### src/design/bpa_pkg.sv
`timescale 1ns / 1ps
// ----------------------------------------------------------------------------
// bpa_pkg
// Shared constants, codes, types and helper functions of the buddy allocator.
// ----------------------------------------------------------------------------
package bpa_pkg;

	localparam int POOL_PAGES = 1024;
	localparam int LOG_POOL   = 10;
	localparam int NODES      = 2 * POOL_PAGES - 1;
	localparam int IDX_W      = LOG_POOL + 1;
	localparam int VAL_W      = LOG_POOL + 1;
	localparam int REQ_W      = 11;
	localparam int WANT_W     = REQ_W + 1;
	localparam int OFF_W      = 10;
	localparam int CFG_W      = 11;

	localparam logic [1:0] OP_REBUILD = 2'd0;
	localparam logic [1:0] OP_ALLOC   = 2'd1;
	localparam logic [1:0] OP_FREE    = 2'd2;

	localparam logic [1:0] K_REBUILD = 2'd0;
	localparam logic [1:0] K_ALLOC   = 2'd1;
	localparam logic [1:0] K_FREE    = 2'd2;
	localparam logic [1:0] K_NOP     = 2'd3;

	localparam logic [1:0] STAT_OK       = 2'd0;
	localparam logic [1:0] STAT_NOSPACE  = 2'd1;
	localparam logic [1:0] STAT_NOTALLOC = 2'd2;

	typedef struct packed {
		logic [1:0]        kind;
		logic [WANT_W-1:0] want;
		logic [OFF_W-1:0]  off;
	} cmd_t;

	function automatic logic [WANT_W-1:0] round_pow2(input logic [REQ_W-1:0] req);
		logic [REQ_W-1:0]  x;
		logic [WANT_W-1:0] r;
		x = req - REQ_W'(1);
		r = WANT_W'(1);
		if (req > REQ_W'(1)) begin
			for (int i = 0; i < REQ_W; i++) begin
				if (x[i])
					r = WANT_W'(1) << (i + 1);
			end
		end
		return r;
	endfunction

	function automatic logic [VAL_W-1:0] high_bit(input logic [VAL_W-1:0] v);
		logic [VAL_W-1:0] r;
		r = '0;
		for (int i = 0; i < VAL_W; i++) begin
			if (v[i])
				r = VAL_W'(1) << i;
		end
		return r;
	endfunction

endpackage

### src/design/bpa_front.sv
`timescale 1ns / 1ps
// ----------------------------------------------------------------------------
// bpa_front
// Accepts input items, classifies the operation and rounds the request.
// ----------------------------------------------------------------------------
module bpa_front import bpa_pkg::*; (
	input  logic              in_valid,
	output logic              in_stall,
	input  logic [1:0]        operation,
	input  logic [REQ_W-1:0]  request_pages,
	input  logic [OFF_W-1:0]  free_offset,
	input  logic              q_full,
	input  logic              init_busy,
	output logic              q_push,
	output cmd_t              q_cmd
);

	assign in_stall = q_full | init_busy;
	assign q_push   = in_valid & ~in_stall;

	always_comb begin
		q_cmd.want = round_pow2(request_pages);
		q_cmd.off  = free_offset;
		case (operation)
			OP_REBUILD: q_cmd.kind = K_REBUILD;
			OP_ALLOC:   q_cmd.kind = K_ALLOC;
			OP_FREE:    q_cmd.kind = K_FREE;
			default:    q_cmd.kind = K_NOP;
		endcase
	end

endmodule

### config.mk
export PLATFORM = sky130hd
export DESIGN_NAME = bpa_front
export DESIGN_NICKNAME = d
export VERILOG_FILES = /design/src/design/bpa_pkg.sv /design/src/design/bpa_front.sv
export SDC_FILE = /design/constraint.sdc
export NUM_CORES = 1
export LEC_CHECK = 0
export BUFFER_PORTS_ARGS = -buffer_cell sky130_fd_sc_hd__buf_2
export CORE_ASPECT_RATIO = 1.5
export CORE_MARGIN = 1
export CORE_UTILIZATION = 30
export DETAILED_ROUTE_END_ITERATION = 6
export PLACE_DENSITY = 0.59
export SYNTH_ARGS = -nofsm -noshare
export SYNTH_HDL_FRONTEND = slang
export SYNTH_SLANG_ARGS = --single-unit
### constraint.sdc
create_clock -name vclk -period 3.15
set_clock_uncertainty 0.15 [all_clocks]
set_input_delay 0.63 -clock vclk [all_inputs]
set_output_delay 0.63 -clock vclk [all_outputs]
set_load 0.1 [all_outputs]
==> results of run 1 <==
## routing by layer
metal  vias to the layer above  track usage
li1                        448            -
met3                        10       0.0144
met4                         0       0.0599
met5                         -            0
met1                       436        0.203
met2                        41        0.359
## logic make-up after synthesis
family                     share of synthesized area
AOI/OAI and AO/OA                              0.239
adders and majority gates                     0.0539
buffers and inverters                          0.197
muxes                                         0.0359
xor gates and xnor gates                      0.0754
and+or+nand+nor                                0.399
## layout make-up
| class | instances | area (um^2) | area share |
|---|---|---|---|
| Timing Repair Buffer | 58 | 564 | 0.411 |
| Multi-Input combinational cell | 83 | 756 | 0.551 |
| Tap cell | 23 | 28.8 | 0.0210 |
| Inverter | 6 | 22.5 | 0.0164 |
## metrics by stage
step	util	instances	instance area (um^2)
2_1_floorplan	-	107	821
4_1_cts	0.583	168	1290
6_report	0.621	170	1370
5_1_grt	0.621	170	1370
3_3_place_gp	0.568	168	1250
3_5_place_dp	0.568	168	1250
## Yosys cell counts
master | instances | area (um^2)
sky130_fd_sc_hd__buf_4 | 10 | 75.1
sky130_fd_sc_hd__nor2_1 | 10 | 37.5
sky130_fd_sc_hd__nor3_1 | 10 | 50.1
sky130_fd_sc_hd__nand2_1 | 9 | 33.8
sky130_fd_sc_hd__inv_1 | 6 | 22.5
sky130_fd_sc_hd__clkbuf_1 | 5 | 18.8
sky130_fd_sc_hd__or3_1 | 5 | 31.3
sky130_fd_sc_hd__xnor2_1 | 5 | 43.8
sky130_fd_sc_hd__nor2b_1 | 4 | 25.0
sky130_fd_sc_hd__ha_1 | 3 | 37.5
sky130_fd_sc_hd__o21ai_0 | 3 | 15.0
sky130_fd_sc_hd__a21o_1 | 2 | 15.0
sky130_fd_sc_hd__and3_1 | 2 | 12.5
sky130_fd_sc_hd__buf_2 | 2 | 10.0
sky130_fd_sc_hd__nand3_1 | 2 | 10.0
sky130_fd_sc_hd__nand3b_1 | 2 | 15.0
sky130_fd_sc_hd__o21ai_1 | 2 | 10.0
sky130_fd_sc_hd__a2111oi_0 | 1 | 8.76
sky130_fd_sc_hd__a211oi_1 | 1 | 7.51
sky130_fd_sc_hd__a21oi_1 | 1 | 5.00
sky130_fd_sc_hd__a22oi_1 | 1 | 7.51
sky130_fd_sc_hd__a31oi_1 | 1 | 6.26
sky130_fd_sc_hd__a32oi_1 | 1 | 8.76
sky130_fd_sc_hd__buf_6 | 1 | 11.3
sky130_fd_sc_hd__mux2_4 | 1 | 15.0
sky130_fd_sc_hd__mux2i_1 | 1 | 10.0
sky130_fd_sc_hd__nand2b_1 | 1 | 6.26
sky130_fd_sc_hd__nand4_1 | 1 | 6.26
sky130_fd_sc_hd__nor3_2 | 1 | 10.0
sky130_fd_sc_hd__nor3b_1 | 1 | 7.51
sky130_fd_sc_hd__nor4_1 | 1 | 6.26
sky130_fd_sc_hd__nor4bb_1 | 1 | 10.0
sky130_fd_sc_hd__o2111ai_2 | 1 | 15.0
sky130_fd_sc_hd__o211ai_1 | 1 | 7.51
sky130_fd_sc_hd__o211ai_2 | 1 | 12.5
sky130_fd_sc_hd__o21ba_2 | 1 | 10.0
sky130_fd_sc_hd__o31ai_2 | 1 | 12.5
sky130_fd_sc_hd__o32ai_1 | 1 | 8.76
sky130_fd_sc_hd__o41ai_2 | 1 | 16.3
sky130_fd_sc_hd__or2_2 | 1 | 6.26
sky130_fd_sc_hd__or4b_1 | 1 | 10.0
sky130_fd_sc_hd__xor2_1 | 1 | 8.76
## layout by cell type (no fill, tap or decap), drive strengths merged, types with 2 or more instances in the layout
cell / n
a21o: 2
and3: 2
buf: 58
ha: 3
inv: 6
nand2: 9
nand3: 2
nand3b: 2
nor2: 10
nor2b: 4
nor3: 11
o211ai: 2
o21ai: 5
or3: 5
xnor2: 5
## worst max path at each step
stage / from / end / cells after the start
3_5_place_dp: request_pages[4] / q_cmd[10] / 7
6_report: request_pages[3] / q_cmd[11] / 8
3_3_place_gp: request_pages[4] / q_cmd[12] / 8
5_1_grt: request_pages[3] / q_cmd[11] / 8
4_1_cts: request_pages[4] / q_cmd[10] / 7
2_1_floorplan: request_pages[4] / q_cmd[10] / 6
## report_power, final
group          internal [mW]  switching, mW
sequential                 0              0
combinational         0.0698         0.0984
clock                      0              0
## worst max-delay path, cell delays in order
cell and delay, ns:
sky130_fd_sc_hd__buf_6 0.09, sky130_fd_sc_hd__or4b_4 0.52, sky130_fd_sc_hd__mux2_4 0.29, sky130_fd_sc_hd__o211ai_4 0.23, sky130_fd_sc_hd__o2111ai_2 0.17, sky130_fd_sc_hd__buf_6 0.17
sky130_fd_sc_hd__nor3_4 0.21, sky130_fd_sc_hd__buf_12 0.20
## timing repair
action / CTS / global route
gates resized for setup: 7 / 13
hold endpoints to repair: 0 / 0
setup buffers: 0 / 2
gates cloned: 0 / 0
setup endpoints to repair: 9 / 10
pin swaps: 2 / 6
==> qor.tcl, run 1 <==
set qor(num-fill-cells) 192
set qor(grt_max_degree) 12
set qor(worst_hold_startpoint) {free_offset[5]}
set qor(syn_inst) 107
set qor(path_type_of_the_worst_setup_path) {primary input to primary output}
set qor(post_synth_instance_area_um2) 697
set qor(worst_slack_ns) -0.138
set qor(floorplan.initialDensity) 0.316
set qor(hold_crit_endpoint) {q_cmd[5]}
set qor(timing.hold.worst.class) {primary input to primary output}
set qor(worst-path-max-fanout) 3
set qor(vdd_drop_max_mv) 0.0634
set qor(grt_pass1_vias) 836
set qor(overflow_left_after_global_routing) 0
set qor(hold_viol) 0
set qor(pre_cts_slack_ns) -0.137
set qor(1st_pass_router_iterations) 4
set qor(grt_setup_unrepaired) {yes}
set qor(detail_route.vias_per_cell) 5.50
set qor(slew_violations) 0
set qor(wire_length_on_met1_um) 890
set qor(floorplan.rows) 21
set qor(cellPowerDensity_nw_per_um2) 123
set qor(final_setup_violating_endpoints) 5
set qor(grtUsageTotal) 0.188
set qor(crit_arrival_ns) 2.51
set qor(holdBufCountCts) 0
set qor(met3_length_um) 123
set qor(dieArea_um2) 2520
set qor(power.leakage_nw) 0.596
set qor(slew-limit-headroom) 0.519
set qor(critical_path.startpoint_type) {primary input}
set qor(setup_total_negative_slack_ns) -0.631
set qor(timing.fmax_mhz) 304
set qor(io-pin-count) 52
set qor(area_growth_pct) 96.8
set qor(count_of_vias_placed_by_the_detailed_router) 935
set qor(outcome) {complete, but fails checks}
set qor(maxCapViolCount) 0
set qor(postSynthNetCount) 136
set qor(total_power_mw) 0.168
set qor(crit_required_ns) 2.37
set qor(synth_area_per_cell_um2) 6.51
set qor(critical_path.endpoint_type) {primary output}
set qor(drive_above_1_share) 0.605
set qor(drc) 0
set qor(num-clock-buffers) 0
set qor(worst_hold_path.num_cells) 0
set qor(area.sequential_um2) 0
set qor(failed_checks) {setup timing}
set qor(detailedRoute.firstIterationViolations) 33
set qor(met2_length_mm) 1.35
set qor(grt_pass1_wl_mm) 3.44
set qor(ys.warnings.count) 0
set qor(top_signal_layer_used) {met4}
set qor(die_height_um) 61.0
set qor(seq_cell_count) 0
set qor(fin_nets) 178
set qor(antenna_found_initial) 0
set qor(post-route-period-util) 1.04
set qor(min_hold_slack_ns) 1.11
set qor(fin_crit_ns) 3.29
set qor(wire_per_inst_um) 14.4
set qor(totalWireLength_mm) 2.45
set qor(design.core.area_um2) 2210
set qor(ys_seq_area_frac) 0
set qor(finalWeightedCongestion) 0.857
set qor(synthDistinctLibCells) 42
set qor(post-dp-hpwl_mm) 1.86
set qor(fp.dieW_um) 41.4
set qor(buffer_ports.inserted) 28
set qor(antenna_left) 0
set qor(max_slew.worst_pin.slew_ns) 0.721
set qor(antennaDiodeCount) 0
(Power assumes the default switching activity.)
==> run 2, diff against run 1 <==
Settings changed: CELL_PAD_IN_SITES_DETAIL_PLACEMENT set to 0, CELL_PAD_IN_SITES_GLOBAL_PLACEMENT set to 2, CORE_UTILIZATION 30 to 20, PLACE_DENSITY 0.59 to 0.81.
==> run 2 against run 1 <==
  * The run still ends with setup timing left
  * Combinational power barely moved
  * Wire length fell by 2.5%
  * Global-route usage fell by 5.8 points
  * Final cell count rose by 11%
  * Fmax rose by 2.4%
  * First-iteration DRC count fell by 76%
  * Die area rose by 48%
  * Final area rose by 2.7%
  * Critical path type unchanged
  * Critical endpoint is now q_cmd[13]
  * Largest cell class unchanged
  * Largest power group unchanged
==> qor.tcl, run 2 (same netlist as run 1, synthesis figures left out) <==
set qor(1st_pass_router_iterations) 3 ;# -1
set qor(max_slew.worst_pin.slew_ns) 0.481 ;# -0.240 ns
set qor(dieArea_um2) 3730 ;# +48%
set qor(grt_pass1_vias) 943 ;# +13%
set qor(swShare) 0.580 ;# -0.00550
set qor(totalWireLength_mm) 2.38 ;# -2.5%
set qor(timing.hold.worst.class) {primary input to primary output}
set qor(internal_power_mw) 0.0703 ;# +0.73%
set qor(post-route-period-util) 1.02 ;# -0.0249
set qor(io-pin-count) 52 ;# unchanged
set qor(wire_per_inst_um) 12.6 ;# -12%
set qor(share_comb_of_total_power) 1.000 ;# about the same
set qor(area_growth_pct) 102
set qor(power.switching_mw) 0.0969 ;# -1.5%
set qor(critical-path-top-delay-family) {simple AND/OR/NAND/NOR gates}
set qor(fp.dieW_um) 50.2 ;# +21%
set qor(overflow_left_after_global_routing) 0 ;# unchanged
set qor(cellPowerDensity_nw_per_um2) 119 ;# -3.2%
set qor(critical_path.n_buffers_inverters) 3 ;# unchanged
set qor(num-fill-cells) 329 ;# +71%
set qor(seq_cell_count) 0 ;# unchanged
set qor(clock_power_share) 0 ;# unchanged
set qor(holdBufCountCts) 0 ;# unchanged
set qor(leading_cell_type_in_the_layout_fill_and_taps_excluded) {sky130_fd_sc_hd__buf_4}
set qor(critical_path.startpoint_type) {primary input}
set qor(worst_slack_ns) -0.0598 ;# +0.0785 ns
set qor(grt_setup_unrepaired) {yes}
set qor(count_of_vias_placed_by_the_detailed_router) 924 ;# -1.2%
set qor(failed_checks) {setup timing}
set qor(timing.critical_path.cells) {buf_6, or4b_4, mux2_4, o211ai_4, o2111ai_2, buf_6, nor3_4, buf_12}
set qor(timing.fmax_mhz) 312 ;# +2.4%
set qor(finalWeightedCongestion) 0.789 ;# -7.8%
set qor(post-dp-hpwl_mm) 2.01 ;# +7.8%
set qor(setup_total_negative_slack_ns) -0.0985 ;# +0.532 ns
set qor(grt_max_degree) 12 ;# unchanged
set qor(maxCapViolCount) 0 ;# unchanged
set qor(slowest_cp_cell) {sky130_fd_sc_hd__or4b_4}
set qor(critical_path.endpoint_type) {primary output}
set qor(total_power_mw) 0.167 ;# -0.58%
set qor(die_height_um) 74.3 ;# +22%
set qor(floorplan.initialDensity) 0.216 ;# -0.0994
set qor(crit_arrival_ns) 2.43 ;# -0.08 ns
set qor(slew-limit-headroom) 0.679 ;# +0.160
set qor(antenna_found_initial) 0 ;# unchanged
set qor(detailedRoute.firstIterationViolations) 8 ;# -76%
set qor(num-clock-buffers) 0 ;# unchanged
set qor(grt_pass1_wl_mm) 3.95 ;# +15%
set qor(finalInstanceArea_um2) 1410 ;# +2.7%
set qor(fin_util) 0.437 ;# -0.184
set qor(path_type_of_the_worst_setup_path) {primary input to primary output}
set qor(final_setup_violating_endpoints) 3 ;# -2
set qor(most-common-layout-cells) {32 x sky130_fd_sc_hd__buf_4, 14 x sky130_fd_sc_hd__buf_2, 12 x sky130_fd_sc_hd__buf_12}
set qor(timing.critical_path.slowest_cell_delay_ns) 0.52 ;# about the same
set qor(fin_nets) 180 ;# +1.1%
set qor(outcome) {complete, but fails checks}
set qor(min_hold_slack_ns) 1.11 ;# unchanged
set qor(slew_violations) 0 ;# unchanged
set qor(design.core.area_um2) 3220 ;# +46%
set qor(antenna_left) 0 ;# unchanged
set qor(worst-path-max-fanout) 4 ;# +1
set qor(area_taken_by_multi_input_logic_gates_um2) 763 ;# +0.99%
set qor(grtUsageTotal) 0.130 ;# -0.0577
set qor(crit_required_ns) 2.37 ;# about the same
set qor(crit_top_cell) {sky130_fd_sc_hd__buf_6}
set qor(hold_viol) 0 ;# unchanged
set qor(detail_route.vias_per_cell) 4.89 ;# -11%
set qor(antennaDiodeCount) 0 ;# unchanged
set qor(buffer_ports.inserted) 28 ;# unchanged
set qor(floorplan.rows) 25 ;# +19%
set qor(drc) 0 ;# unchanged
set qor(detailed_place.area_um2) 1310 ;# +4.1%
set qor(power.leakage_nw) 0.591 ;# -0.82%
set qor(area.sequential_um2) 0 ;# unchanged
set qor(drive_above_1_share) 0.638 ;# +0.0321
set qor(vdd_drop_max_mv) 0.0640 ;# +1.1%
set qor(power.sequential.fraction) 0 ;# unchanged
set qor(fin_crit_ns) 3.21 ;# -0.0785 ns
## run 2: per-layer routing
metal / GRT usage / wire [um]
met1: 0.133 / 894
met2: 0.277 / 1370
met3: 0.0123 / 119
met4: 0.0222 / 0
met5: 0 / 0
## run 2: timing repair
item / in CTS / in global routing
endpoints found under the hold margin: 0 / 0
setup endpoints to repair: 8 / 11
cloned: 0 / 0
pin swaps: 5 / 6
resized for setup: 7 / 15
buffers inserted: 0 / 0
## run 2: power groups by stage
stage	clock network (mW)	registers, mW	logic [mW]
6_report	0	0	0.167
3_3_place_gp	0	0	0.152
5_1_grt	0	0	0.178
2_1_floorplan	0	0	0.161
4_1_cts	0	0	0.160
3_5_place_dp	0	0	0.155
## run 2: metrics by stage
step	instances	setup WS (ns)
2_1_floorplan	107	-0.597
3_3_place_gp	189	-0.110
3_5_place_dp	189	-0.113
4_1_cts	189	-0.104
5_1_grt	189	-0.153
6_report	189	-0.0598
## run 2: final cells by class
type                       count  area share
timing repair buffer          60       0.407
inverter                       6      0.0160
tap                           40      0.0355
multi-input combinational     83       0.542
## run 2: final timing paths
path,startpoint,end,slack (ns),depth (start not counted)
setup / recovery,request_pages[5],q_cmd[13],-0.06,8
hold / removal,free_offset[0],q_cmd[0],1.11,0
