--- src/design/bpa_pkg.sv ---
`timescale 1ns / 1ps
// ----------------------------------------------------------------------------
// bpa_pkg
// Shared constants, codes, types and helper functions of the buddy allocator.
// ----------------------------------------------------------------------------
package bpa_pkg;

	localparam int POOL_PAGES = 1024;
	localparam int LOG_POOL   = 10;
	localparam int NODES      = 2 * POOL_PAGES - 1;
	localparam int IDX_W      = LOG_POOL + 1;
	localparam int VAL_W      = LOG_POOL + 1;
	localparam int REQ_W      = 11;
	localparam int WANT_W     = REQ_W + 1;
	localparam int OFF_W      = 10;
	localparam int CFG_W      = 11;

	localparam logic [1:0] OP_REBUILD = 2'd0;
	localparam logic [1:0] OP_ALLOC   = 2'd1;
	localparam logic [1:0] OP_FREE    = 2'd2;

	localparam logic [1:0] K_REBUILD = 2'd0;
	localparam logic [1:0] K_ALLOC   = 2'd1;
	localparam logic [1:0] K_FREE    = 2'd2;
	localparam logic [1:0] K_NOP     = 2'd3;

	localparam logic [1:0] STAT_OK       = 2'd0;
	localparam logic [1:0] STAT_NOSPACE  = 2'd1;
	localparam logic [1:0] STAT_NOTALLOC = 2'd2;

	typedef struct packed {
		logic [1:0]        kind;
		logic [WANT_W-1:0] want;
		logic [OFF_W-1:0]  off;
	} cmd_t;

	function automatic logic [WANT_W-1:0] round_pow2(input logic [REQ_W-1:0] req);
		logic [REQ_W-1:0]  x;
		logic [WANT_W-1:0] r;
		x = req - REQ_W'(1);
		r = WANT_W'(1);
		if (req > REQ_W'(1)) begin
			for (int i = 0; i < REQ_W; i++) begin
				if (x[i])
					r = WANT_W'(1) << (i + 1);
			end
		end
		return r;
	endfunction

	function automatic logic [VAL_W-1:0] high_bit(input logic [VAL_W-1:0] v);
		logic [VAL_W-1:0] r;
		r = '0;
		for (int i = 0; i < VAL_W; i++) begin
			if (v[i])
				r = VAL_W'(1) << i;
		end
		return r;
	endfunction

endpackage

--- src/design/bpa_fifo.sv ---
`timescale 1ns / 1ps
// ----------------------------------------------------------------------------
// bpa_fifo
// Two-entry command queue between the front and the back.
// ----------------------------------------------------------------------------
module bpa_fifo import bpa_pkg::*; (
	input  logic clk,
	input  logic arst_n,
	input  logic push,
	input  cmd_t push_cmd,
	output logic full,
	input  logic pop,
	output logic empty,
	output cmd_t pop_cmd
);

	cmd_t       ent_q [2];
	logic       wp_q;
	logic       rp_q;
	logic [1:0] cnt_q;

	assign full    = cnt_q == 2'd2;
	assign empty   = cnt_q == 2'd0;
	assign pop_cmd = ent_q[rp_q];

	always_ff @(posedge clk) begin
		if (push)
			ent_q[wp_q] <= push_cmd;
	end

	always_ff @(posedge clk or negedge arst_n) begin
		if (!arst_n) begin
			wp_q  <= 1'b0;
			rp_q  <= 1'b0;
			cnt_q <= 2'd0;
		end else begin
			if (push)
				wp_q <= ~wp_q;
			if (pop)
				rp_q <= ~rp_q;
			if (push && !pop)
				cnt_q <= cnt_q + 2'd1;
			else if (pop && !push)
				cnt_q <= cnt_q - 2'd1;
		end
	end

endmodule

--- config.mk ---
export PLATFORM = sky130hd
export DESIGN_NAME = bpa_fifo
export DESIGN_NICKNAME = d
export VERILOG_FILES = /design/src/design/bpa_pkg.sv /design/src/design/bpa_fifo.sv
export SDC_FILE = /design/constraint.sdc
export NUM_CORES = 1
export LEC_CHECK = 0
export ABC_AREA = 1
export BUFFER_PORTS_ARGS = -buffer_cell sky130_fd_sc_hd__buf_4
export CORE_MARGIN = 2
export CORE_UTILIZATION = 46
export CTS_CLUSTER_DIAMETER = 50
export DETAILED_ROUTE_END_ITERATION = 8
export PLACE_DENSITY = 0.74
export SYNTH_ARGS = -nofsm -noshare
export SYNTH_HDL_FRONTEND = slang
export SYNTH_SLANG_ARGS = --single-unit
--- constraint.sdc ---
create_clock -name clk -period 1.85 [get_ports clk]
set_input_delay 0.37 -clock clk [delete_from_list [all_inputs] [get_ports clk]]
set_output_delay 0.37 -clock clk [all_outputs]
set_load 0.02 [all_outputs]
==> flow_summary.json, run 1 <==
{
  "wl_um": 3243,
  "antenna_found_initial": 0,
  "finalHoldViolCount": 0,
  "grt_first_pass_wirelength_um": 5188,
  "nFillCells": 328,
  "ant_nets": 0,
  "ys_dominant_reg_cell": "edfxtp_1",
  "grt_usage_pct": 13.68,
  "cp_data_required_time_ns": 1.48,
  "synth_warnings": 0,
  "avgSynthCellArea_um2": 20.41,
  "cts-buffers-inserted": 5,
  "dieHeight_um": 70.61,
  "insertion_delay_ns": 0.30,
  "drive_gt1_share_pct": 57.14,
  "status": "finished, final reports clean",
  "synthCells": 100,
  "worstSetupPathType": "register to output port",
  "cts_sinks": 52,
  "setup_ws_ns": 0.09064,
  "max-cap-violations": 0,
  "place.detailed.hpwl_um": 2447,
  "synthTopCellsByCount": "48 x edfxtp_1, 19 x mux2_4, 7 x inv_1",
  "clock_skew_ns": 0.008600,
  "route.detailed.wl_per_inst_um": 14.74,
  "area_growth_pct": 30.47,
  "slew_viol_final": 0,
  "worstPathMaxFanout": 5,
  "rsz0062_at_grt": "no",
  "critPathCaptureType": "output port",
  "fmax_mhz": 568.4,
  "setup_viol": 0,
  "place.gp.congestion": 0.6914,
  "fp.dieArea_um2": 4985,
  "grt_pass1_vias": 1115,
  "cts_buffer_depth": 2,
  "period_share_pct": 95.10,
  "yosysTopAreaCell": "edfxtp_1",
  "critPathLaunchType": "register",
  "pre_cts_ws_ns": 0.2485,
  "leakagePower_uw": 0.001118,
  "power.density_nw_per_um2": 1525,
  "period_needed_ns": 1.759,
  "cts_tree": "done",
  "vias": 1059,
  "diodes": 0,
  "drc": 0,
  "yosysSeqAreaShare_pct": 75.54,
  "critPathArrivalTime_ns": 1.39,
  "fin_tns_setup_ns": 0,
  "io_pins": 54,
  "synth_edf_count": 48,
  "synth_area_leaders": "edfxtp_1 71%, mux2_4 14%, dfrtp_1 4.9%",
  "reg2reg_depth": 2,
  "fin_cells": 220,
  "dpl.cell_count": 209,
  "overflow": 0,
  "fin_util_pct": 61.57,
  "slew_headroom_pct": 87.62,
  "rows": 24,
  "netlist_area_um2": 2041,
  "h-tree-depth": 2,
  "start_util_pct": 47.19,
  "syn_nets": 129,
  "tightest_slew_ns": 0.1857,
  "hold_path_depth": 2,
  "ys_seq_elements": 52,
  "grt_max_degree": 17,
  "final_nets": 196,
  "yosysTopAreaCellShare_pct": 70.63,
  "yosysMostFrequentCell": "edfxtp_1",
  "core_um2": 4324,
  "first_iter_violations": 81,
  "synth_cell_types": 14,
  "die_w_um": 70.61,
  "portBuffers": 53,
  "vdd.ir_drop.worst_uv": 785.8,
  "vias_per_cell": 4.814,
  "cts-root-buf": "clkbuf_8",
  "synthArstFlopShare_pct": 7.692,
  "clkTransAtPathRegs_ns": 0.09,
  "hold_path.class": "input port to register",
  "first_pass_iters": 4
}
-- path summary, 6_finish.rpt --
path	from	end	slack, ns
setup / recovery	rp_q	pop_cmd[10]	0.09
hold / removal	pop	rp_q	0.25
setup reg to reg	wp_q	ent_q[0][0]	0.74
hold reg to reg	cnt_q[1]	cnt_q[1]	0.52
max in group asynchronous	arst_n	rp_q	1.33
min in group asynchronous	arst_n	rp_q	0.41
-- metrics by stage --
step                      cell area (um2)  hold WS [ns]  total power, uW
after global placement               2507        0.1682             3224
after floorplan                      2041       0.07441             2770
after detailed placement             2507        0.1739             3273
after global routing                 2663        0.2294             4278
after CTS                            2640        0.2412             4065
final                                2663        0.2486             4060
-- cells in the final DEF (no fill, tap or decap), drive strengths merged --
master       synthesis  layout
bufinv               0       1
nor2                 3       3
nand2                5       5
nand4                1       1
clkinv               0       1
edfxtp              48      48
dlygate4sd3          0       1
dfrtp                4       4
inv                  7       7
nand3                1       1
xor2                 2       2
mux2                24      24
xnor2                1       1
ha                   1       1
buf                  3      62
clkbuf               0       6
-- final cells by class --
type                       count  area, um2  area share [%]
timing repair buffer          63      483.0           18.14
clock buffer                   6      82.58           3.102
clock inverter                 2      38.79           1.457
inverter                       7      26.28          0.9868
tap                           52      65.06           2.444
sequential                    52       1543           57.94
multi-input combinational     38      424.2           15.93
-- worst max-delay path, stage by stage, from the launching register on --
cell and delay (ns):
dfrtp_2 0.46, buf_4 0.18, mux2_4 0.30, buf_4 0.16
-- where the power goes --
part / internal (uW) / switching [uW] / leakage (uW)
clock: 442 / 345 / 0.0000614
sequential: 1570 / 103 / 0.000497
combinational: 826 / 773 / 0.000560
-- registers in the layout, summed over array words and instances, names as in the netlist --
signal	cells
cnt_q	2
ent_q	48
rp_q	1
wp_q	1
-- routing by layer --
metal  vias to the layer above  GRT usage (%)  wire length (um)
met2                        42          24.21              1715
met3                         4          4.558               229
met4                         0          3.145                16
li1                        502              -                 -
met1                       511          16.36              1281
met5                         -              0                 0
-- cell families after synthesis --
kind of cell / synth area share [%]
xor+xnor: 1.288
fa+ha+maj: 0.6130
buf+inv: 3.802
flops: 75.54
mux: 16.74
simple gates: 2.023
-- what timing repair did --
action                                  4_1_cts  5_1_grt
hold buffers                                  1        0
endpoints found under the setup margin       20       15
setup buffers                                 0        2
resized for setup                             1        2
hold endpoints to repair                      4        0
No activity file was read; power rests on OpenSTA's default activity.
==> run 2, diff against run 1 <==
Settings changed: CORE_UTILIZATION 46 to 49, CTS_BUF_LIST set to sky130_fd_sc_hd__clkbuf_4 sky130_fd_sc_hd__clkbuf_8, PLACE_DENSITY 0.74 to 0.78, TNS_END_PERCENT set to 30.
==> run 2 against run 1 <==
Effect of this change: cell count shrank 2.3%; total power shrank 6.5%; combinational power is essentially flat; non-clock buffer count shrank 2; clock power shrank 28%; critical path depth is the same.
==> flow_summary.json, run 2 (same netlist as run 1, synthesis figures left out) <==
{
  "portBuffers": 53,
  "layout_commonest_cell": "buf_4",
  "start_util_pct": 51.02,
  "setup_viol": 0,
  "leakagePower_uw": 0.001084,
  "worstSetupPathType": "register to output port",
  "slew_viol_final": 0,
  "vias": 1042,
  "power.density_nw_per_um2": 1464,
  "place.gp.congestion": 0.6119,
  "diodes": 0,
  "clock_skew_ns": 0.002019,
  "wl_um": 3178,
  "p_comb_share_pct": 41.3,
  "place.detailed.hpwl_um": 2350,
  "max-cap-violations": 0,
  "reg2reg_depth": 2,
  "top_regs": "ent_q x48, cnt_q x2",
  "period_needed_ns": 1.781,
  "antenna_found_initial": 0,
  "grt_pass1_vias": 1090,
  "status": "finished, final reports clean",
  "seqPwrFrac_pct": 43.7,
  "route.detailed.wl_per_inst_um": 14.78,
  "drc": 0,
  "cts-buffers-inserted": 5,
  "drive_gt1_share_pct": 54.55,
  "critPathLaunchType": "register",
  "grt_usage_pct": 15.18,
  "vdd.ir_drop.worst_uv": 768.1,
  "ant_nets": 0,
  "cts_setup_buffers": 0,
  "rsz0062_at_grt": "no",
  "slew_headroom_pct": 75.57,
  "tightest_slew_ns": 0.3661,
  "reg2reg_slack_ns": 0.51,
  "multiInputGateArea_um2": 424.2,
  "fin_tns_setup_ns": 0,
  "area_growth_pct": 26.98,
  "clkTransAtPathRegs_ns": 0.08,
  "clock_power_share_pct": 15.0,
  "hold_path.class": "input port to register",
  "cts-root-buf": "clkbuf_8",
  "swShare_pct": 31.36,
  "hold_path_depth": 2,
  "dpl.cell_count": 207,
  "grt_max_degree": 18,
  "largest_register": "ent_q",
  "final_nets": 194,
  "first_pass_iters": 4,
  "regArea_um2": 1541,
  "fmax_mhz": 561.5,
  "fin_cells": 215,
  "worstPathMaxFanout": 12,
  "internal-power_uw": 2604,
  "finalHoldViolCount": 0,
  "rows": 23,
  "core_um2": 4000,
  "placed_cell_area_um2": 2505,
  "design_area_um2": 2591,
  "cp_data_required_time_ns": 1.48,
  "period_share_pct": 96.26,
  "h-tree-depth": 2,
  "insertion_delay_ns": 0.30,
  "layout_common_cells": "60 x buf_4, 48 x edfxtp_1, 19 x mux2_4",
  "critPathCaptureType": "output port",
  "critPathArrivalTime_ns": 1.41,
  "fp.dieArea_um2": 4697,
  "grt_first_pass_wirelength_um": 4968,
  "first_iter_violations": 43,
  "switching_power_uw": 1190,
  "vias_per_cell": 4.847,
  "cts_sinks": 52,
  "dieHeight_um": 68.54,
  "cts_tree": "done",
  "nFillCells": 306,
  "cts_buffer_depth": 2,
  "io_pins": 54,
  "largest_reg_flops": 48,
  "overflow": 0,
  "die_w_um": 68.54
}
## run 2: final cells by class
class,count,area share (%)
Clock buffer,5,2.656
Timing Repair Buffer,61,17.77
Clock inverter,2,0.2897
Tap cell,50,2.414
Multi-Input combinational cell,38,16.37
Sequential cell,52,59.49
Inverter,7,1.014
## run 2: repair_timing
| action | CTS | global route |
|---|---|---|
| resized for setup | 0 | 0 |
| endpoints found under the hold margin | 4 | 0 |
| hold buffers | 1 | 0 |
## run 2: stage by stage
step	setup slack [ns]	hold WS, ns	total power (uW)	util, %
6_report	0.06912	0.2500	3794	64.78
5_1_grt	0.003566	0.2370	3997	64.78
4_1_cts	0.04385	0.2389	3849	64.78
3_5_place_dp	0.3801	0.1709	3273	62.62
3_3_place_gp	0.4038	0.1673	3213	62.62
2_1_floorplan	0.01048	0.07441	2770	-
## run 2: critical path, stage by stage (launching register included)
cell	delay [ns]
dfrtp_1	0.36
buf_4	0.26
mux2_4	0.33
buf_4	0.16
## run 2: path summary, 6_finish.rpt
check,from,endpoint
setup reg to reg,wp_q,ent_q[0][20]
hold / removal,pop,rp_q
setup / recovery,rp_q,pop_cmd[2]
hold reg to reg,cnt_q[1],cnt_q[1]
max in group asynchronous,arst_n,wp_q
min in group asynchronous,arst_n,cnt_q[0]
## run 2: per-layer routing
layer	vias to the layer above	global-route usage (%)	part of all wire [%]
met5	-	0	0
met3	6	5.682	7.4
li1	497	-	-
met1	500	16.50	38
met4	0	7.250	1.5
met2	39	26.08	53
## run 2: power groups by stage
| stage | registers [uW] | logic (uW) | clock network [uW] |
|---|---|---|---|
| 3_5_place_dp | 1690 | 1590 | 0 |
| 5_1_grt | 1680 | 1680 | 633 |
| 2_1_floorplan | 1660 | 1110 | 0 |
| 3_3_place_gp | 1670 | 1540 | 0 |
| 4_1_cts | 1660 | 1590 | 597 |
| 6_report | 1660 | 1570 | 570 |
==> run 3, diff against run 2 <==
Settings changed: ABC_AREA 1 to not set, CORE_UTILIZATION 49 to 48, PLACE_DENSITY 0.78 to 0.77.
==> run 3 against run 2 <==
Effect of this change: hold slack improved by 0.0085 ns; utilization fell by 0.59 points; total power rose by 0.56%; global-route usage fell by 1.0 points; synthesized cell count fell by 9.0%; largest cell class unchanged.
==> flow_summary.json, run 3 <==
{
  "status": "finished, final reports clean",
  "setup_viol": 0,
  "vdd.ir_drop.worst_uv": 945.4,
  "cp.buffers_inverters": 2,
  "path_delay_family": "flip-flops",
  "hold_path_depth": 1,
  "cts_sinks": 52,
  "cp_data_required_time_ns": 1.48,
  "final_nets": 183,
  "yosys.area_share.simple_pct": 1.300,
  "synth_xor_area_share_pct": 2.167,
  "period_needed_ns": 1.751,
  "h-tree-depth": 2,
  "first_iter_violations": 10,
  "leakagePower_uw": 0.001056,
  "fp.dieArea_um2": 4744,
  "dieHeight_um": 68.88,
  "yosysSeqAreaShare_pct": 76.28,
  "netlist_area_um2": 2021,
  "synth_area_leaders": "edfxtp_1 71%, mux2_4 14%, dfrtp_1 5.0%",
  "critPathLaunchType": "register",
  "synthCells": 91,
  "area_growth_pct": 27.99,
  "grt_max_degree": 19,
  "core_um2": 4029,
  "cts-buffers-inserted": 5,
  "drive_gt1_share_pct": 58.44,
  "cts_buffer_depth": 2,
  "vias_per_cell": 4.760,
  "hold_ws_ns": 0.2585,
  "ant_nets": 0,
  "hold_path.class": "input port to register",
  "ys_seq_elements": 52,
  "yosysTopAreaCellShare_pct": 71.33,
  "grt_usage_pct": 14.18,
  "reg2reg_depth": 2,
  "cp.depth": 3,
  "r2r-end": "ent_q[1][21]",
  "clock_skew_ns": 0.003632,
  "cts_tree": "done",
  "critPathSlowestCell": "dfrtp_1",
  "synth_warnings": 0,
  "rsz0062_at_grt": "no",
  "critPathArrivalTime_ns": 1.38,
  "drc": 0,
  "largest_reg_flops": 48,
  "layout_common_cells": "56 x buf_4, 48 x edfxtp_1, 19 x mux2_4",
  "yosys.area_share.adder_pct": 0.6192,
  "layout_commonest_cell": "buf_4",
  "avgSynthCellArea_um2": 22.21,
  "syn_nets": 120,
  "synthArstFlopShare_pct": 7.692,
  "reg2reg_slack_ns": 0.56,
  "worstPathMaxFanout": 18,
  "die_w_um": 68.88,
  "overflow": 0,
  "ys_dominant_reg_cell": "edfxtp_1",
  "finalHoldViolCount": 0,
  "clkTransAtPathRegs_ns": 0.08,
  "io_pins": 54,
  "slew_headroom_pct": 73.74,
  "yosysTopAreaCell": "edfxtp_1",
  "cts-root-buf": "clkbuf_8",
  "route.detailed.wl_per_inst_um": 14.59,
  "vias": 971,
  "slowest_delay_ns": 0.39,
  "synth_mux_area_share_pct": 16.90,
  "synth-compound-area-share_pct": 0,
  "setup_ws_ns": 0.09916,
  "grt_pass1_vias": 1049,
  "slew_viol_final": 0,
  "synth_edf_count": 48,
  "first_pass_iters": 3,
  "antenna_found_initial": 0,
  "period_share_pct": 94.64,
  "grt_first_pass_wirelength_um": 4623,
  "place.gp.congestion": 0.6602,
  "rows": 23,
  "insertion_delay_ns": 0.29,
  "tightest_slew_ns": 0.3939,
  "crit-reg2reg-launch": "wp_q",
  "power.density_nw_per_um2": 1475,
  "worstSetupPathType": "register to output port",
  "start_util_pct": 50.16,
  "design_area_um2": 2586,
  "largest_register": "ent_q",
  "synth_top_family_by_area": "multiplexers",
  "diodes": 0,
  "portBuffers": 53,
  "synthTopCellsByCount": "48 x edfxtp_1, 19 x mux2_4, 5 x mux2_2",
  "pre_cts_ws_ns": 0.4006,
  "min_to": "ent_q[1][15]",
  "top_regs": "ent_q x48, cnt_q x2",
  "wl_um": 2977,
  "fmax_mhz": 571.2,
  "critPathCaptureType": "output port",
  "nFillCells": 323,
  "yosysMostFrequentCell": "edfxtp_1",
  "crit_chain": "buf_12 -> mux2_2 -> buf_4",
  "fin_tns_setup_ns": 0,
  "max-cap-violations": 0,
  "synth_cell_types": 13,
  "placed_cell_area_um2": 2495,
  "place.detailed.hpwl_um": 2161,
  "min_from": "push_cmd[15]"
}
==> run 3: cell count changes in the layout (fill, tap and decap cells not counted), moves of 2 or more <==
cell	change
clkinv_1	-2
buf_4	-4
xor2_1	+2
inv_1	-6
buf_12	+2
nand2_1	-5
==> run 3: how the worst max path moves through the flow <==
stage	startpoint	end	slack [ns]
floorplan	wp_q	ent_q[0][0]	0.40
global placement	rp_q	pop_cmd[17]	0.43
detailed placement	rp_q	pop_cmd[17]	0.40
CTS	rp_q	pop_cmd[17]	0.08
global route	rp_q	pop_cmd[18]	0.04
finish	rp_q	pop_cmd[17]	0.1
==> run 3: cell families after synthesis <==
family	Yosys count
xor+xnor	5
fa+ha+maj	1
buf+inv	4
flops	52
mux	24
simple gates	5
==> run 3: metrics by stage <==
step	power [uW]	std cells	utilization, %
global placement	3244	196	61.93
floorplan	2765	91	-
finish	3815	204	64.19
detailed placement	3289	196	61.93
global route	4019	204	64.19
CTS	3865	204	64.19
==> run 3: layout make-up <==
cell class	instances	area [um2]	area share [%]
clock inverters	1	5.005	0.1935
repair buffers	59	470.5	18.19
well taps	50	62.56	2.419
multi-input cells	35	426.7	16.50
flip-flops and latches	52	1541	59.60
inverters	1	3.754	0.1451
clock buffers	6	76.32	2.951
==> run 3: layer usage <==
layer | vias to the layer above | routed length [um] | GRT usage (%) | share of wire (%)
li1 | 470 | - | - | -
met1 | 456 | 1124 | 14.59 | 38
met2 | 42 | 1558 | 26.56 | 52
met3 | 3 | 263 | 5.195 | 8.8
met4 | 0 | 32 | 4.412 | 1.1
met5 | - | 0 | 0 | 0
==> run 3: power by group <==
part | switching, uW | leakage [uW] | internal [uW]
Combinational | 765 | 0.000514 | 811
Sequential | 93.7 | 0.000497 | 1570
Clock | 305 | 0.0000445 | 272
==> run 3: timing repair <==
item / CTS / global route
gates resized for setup: 0 / 0
hold endpoints to repair: 4 / 0
buffers inserted: 0 / 0
hold buffers: 1 / 0
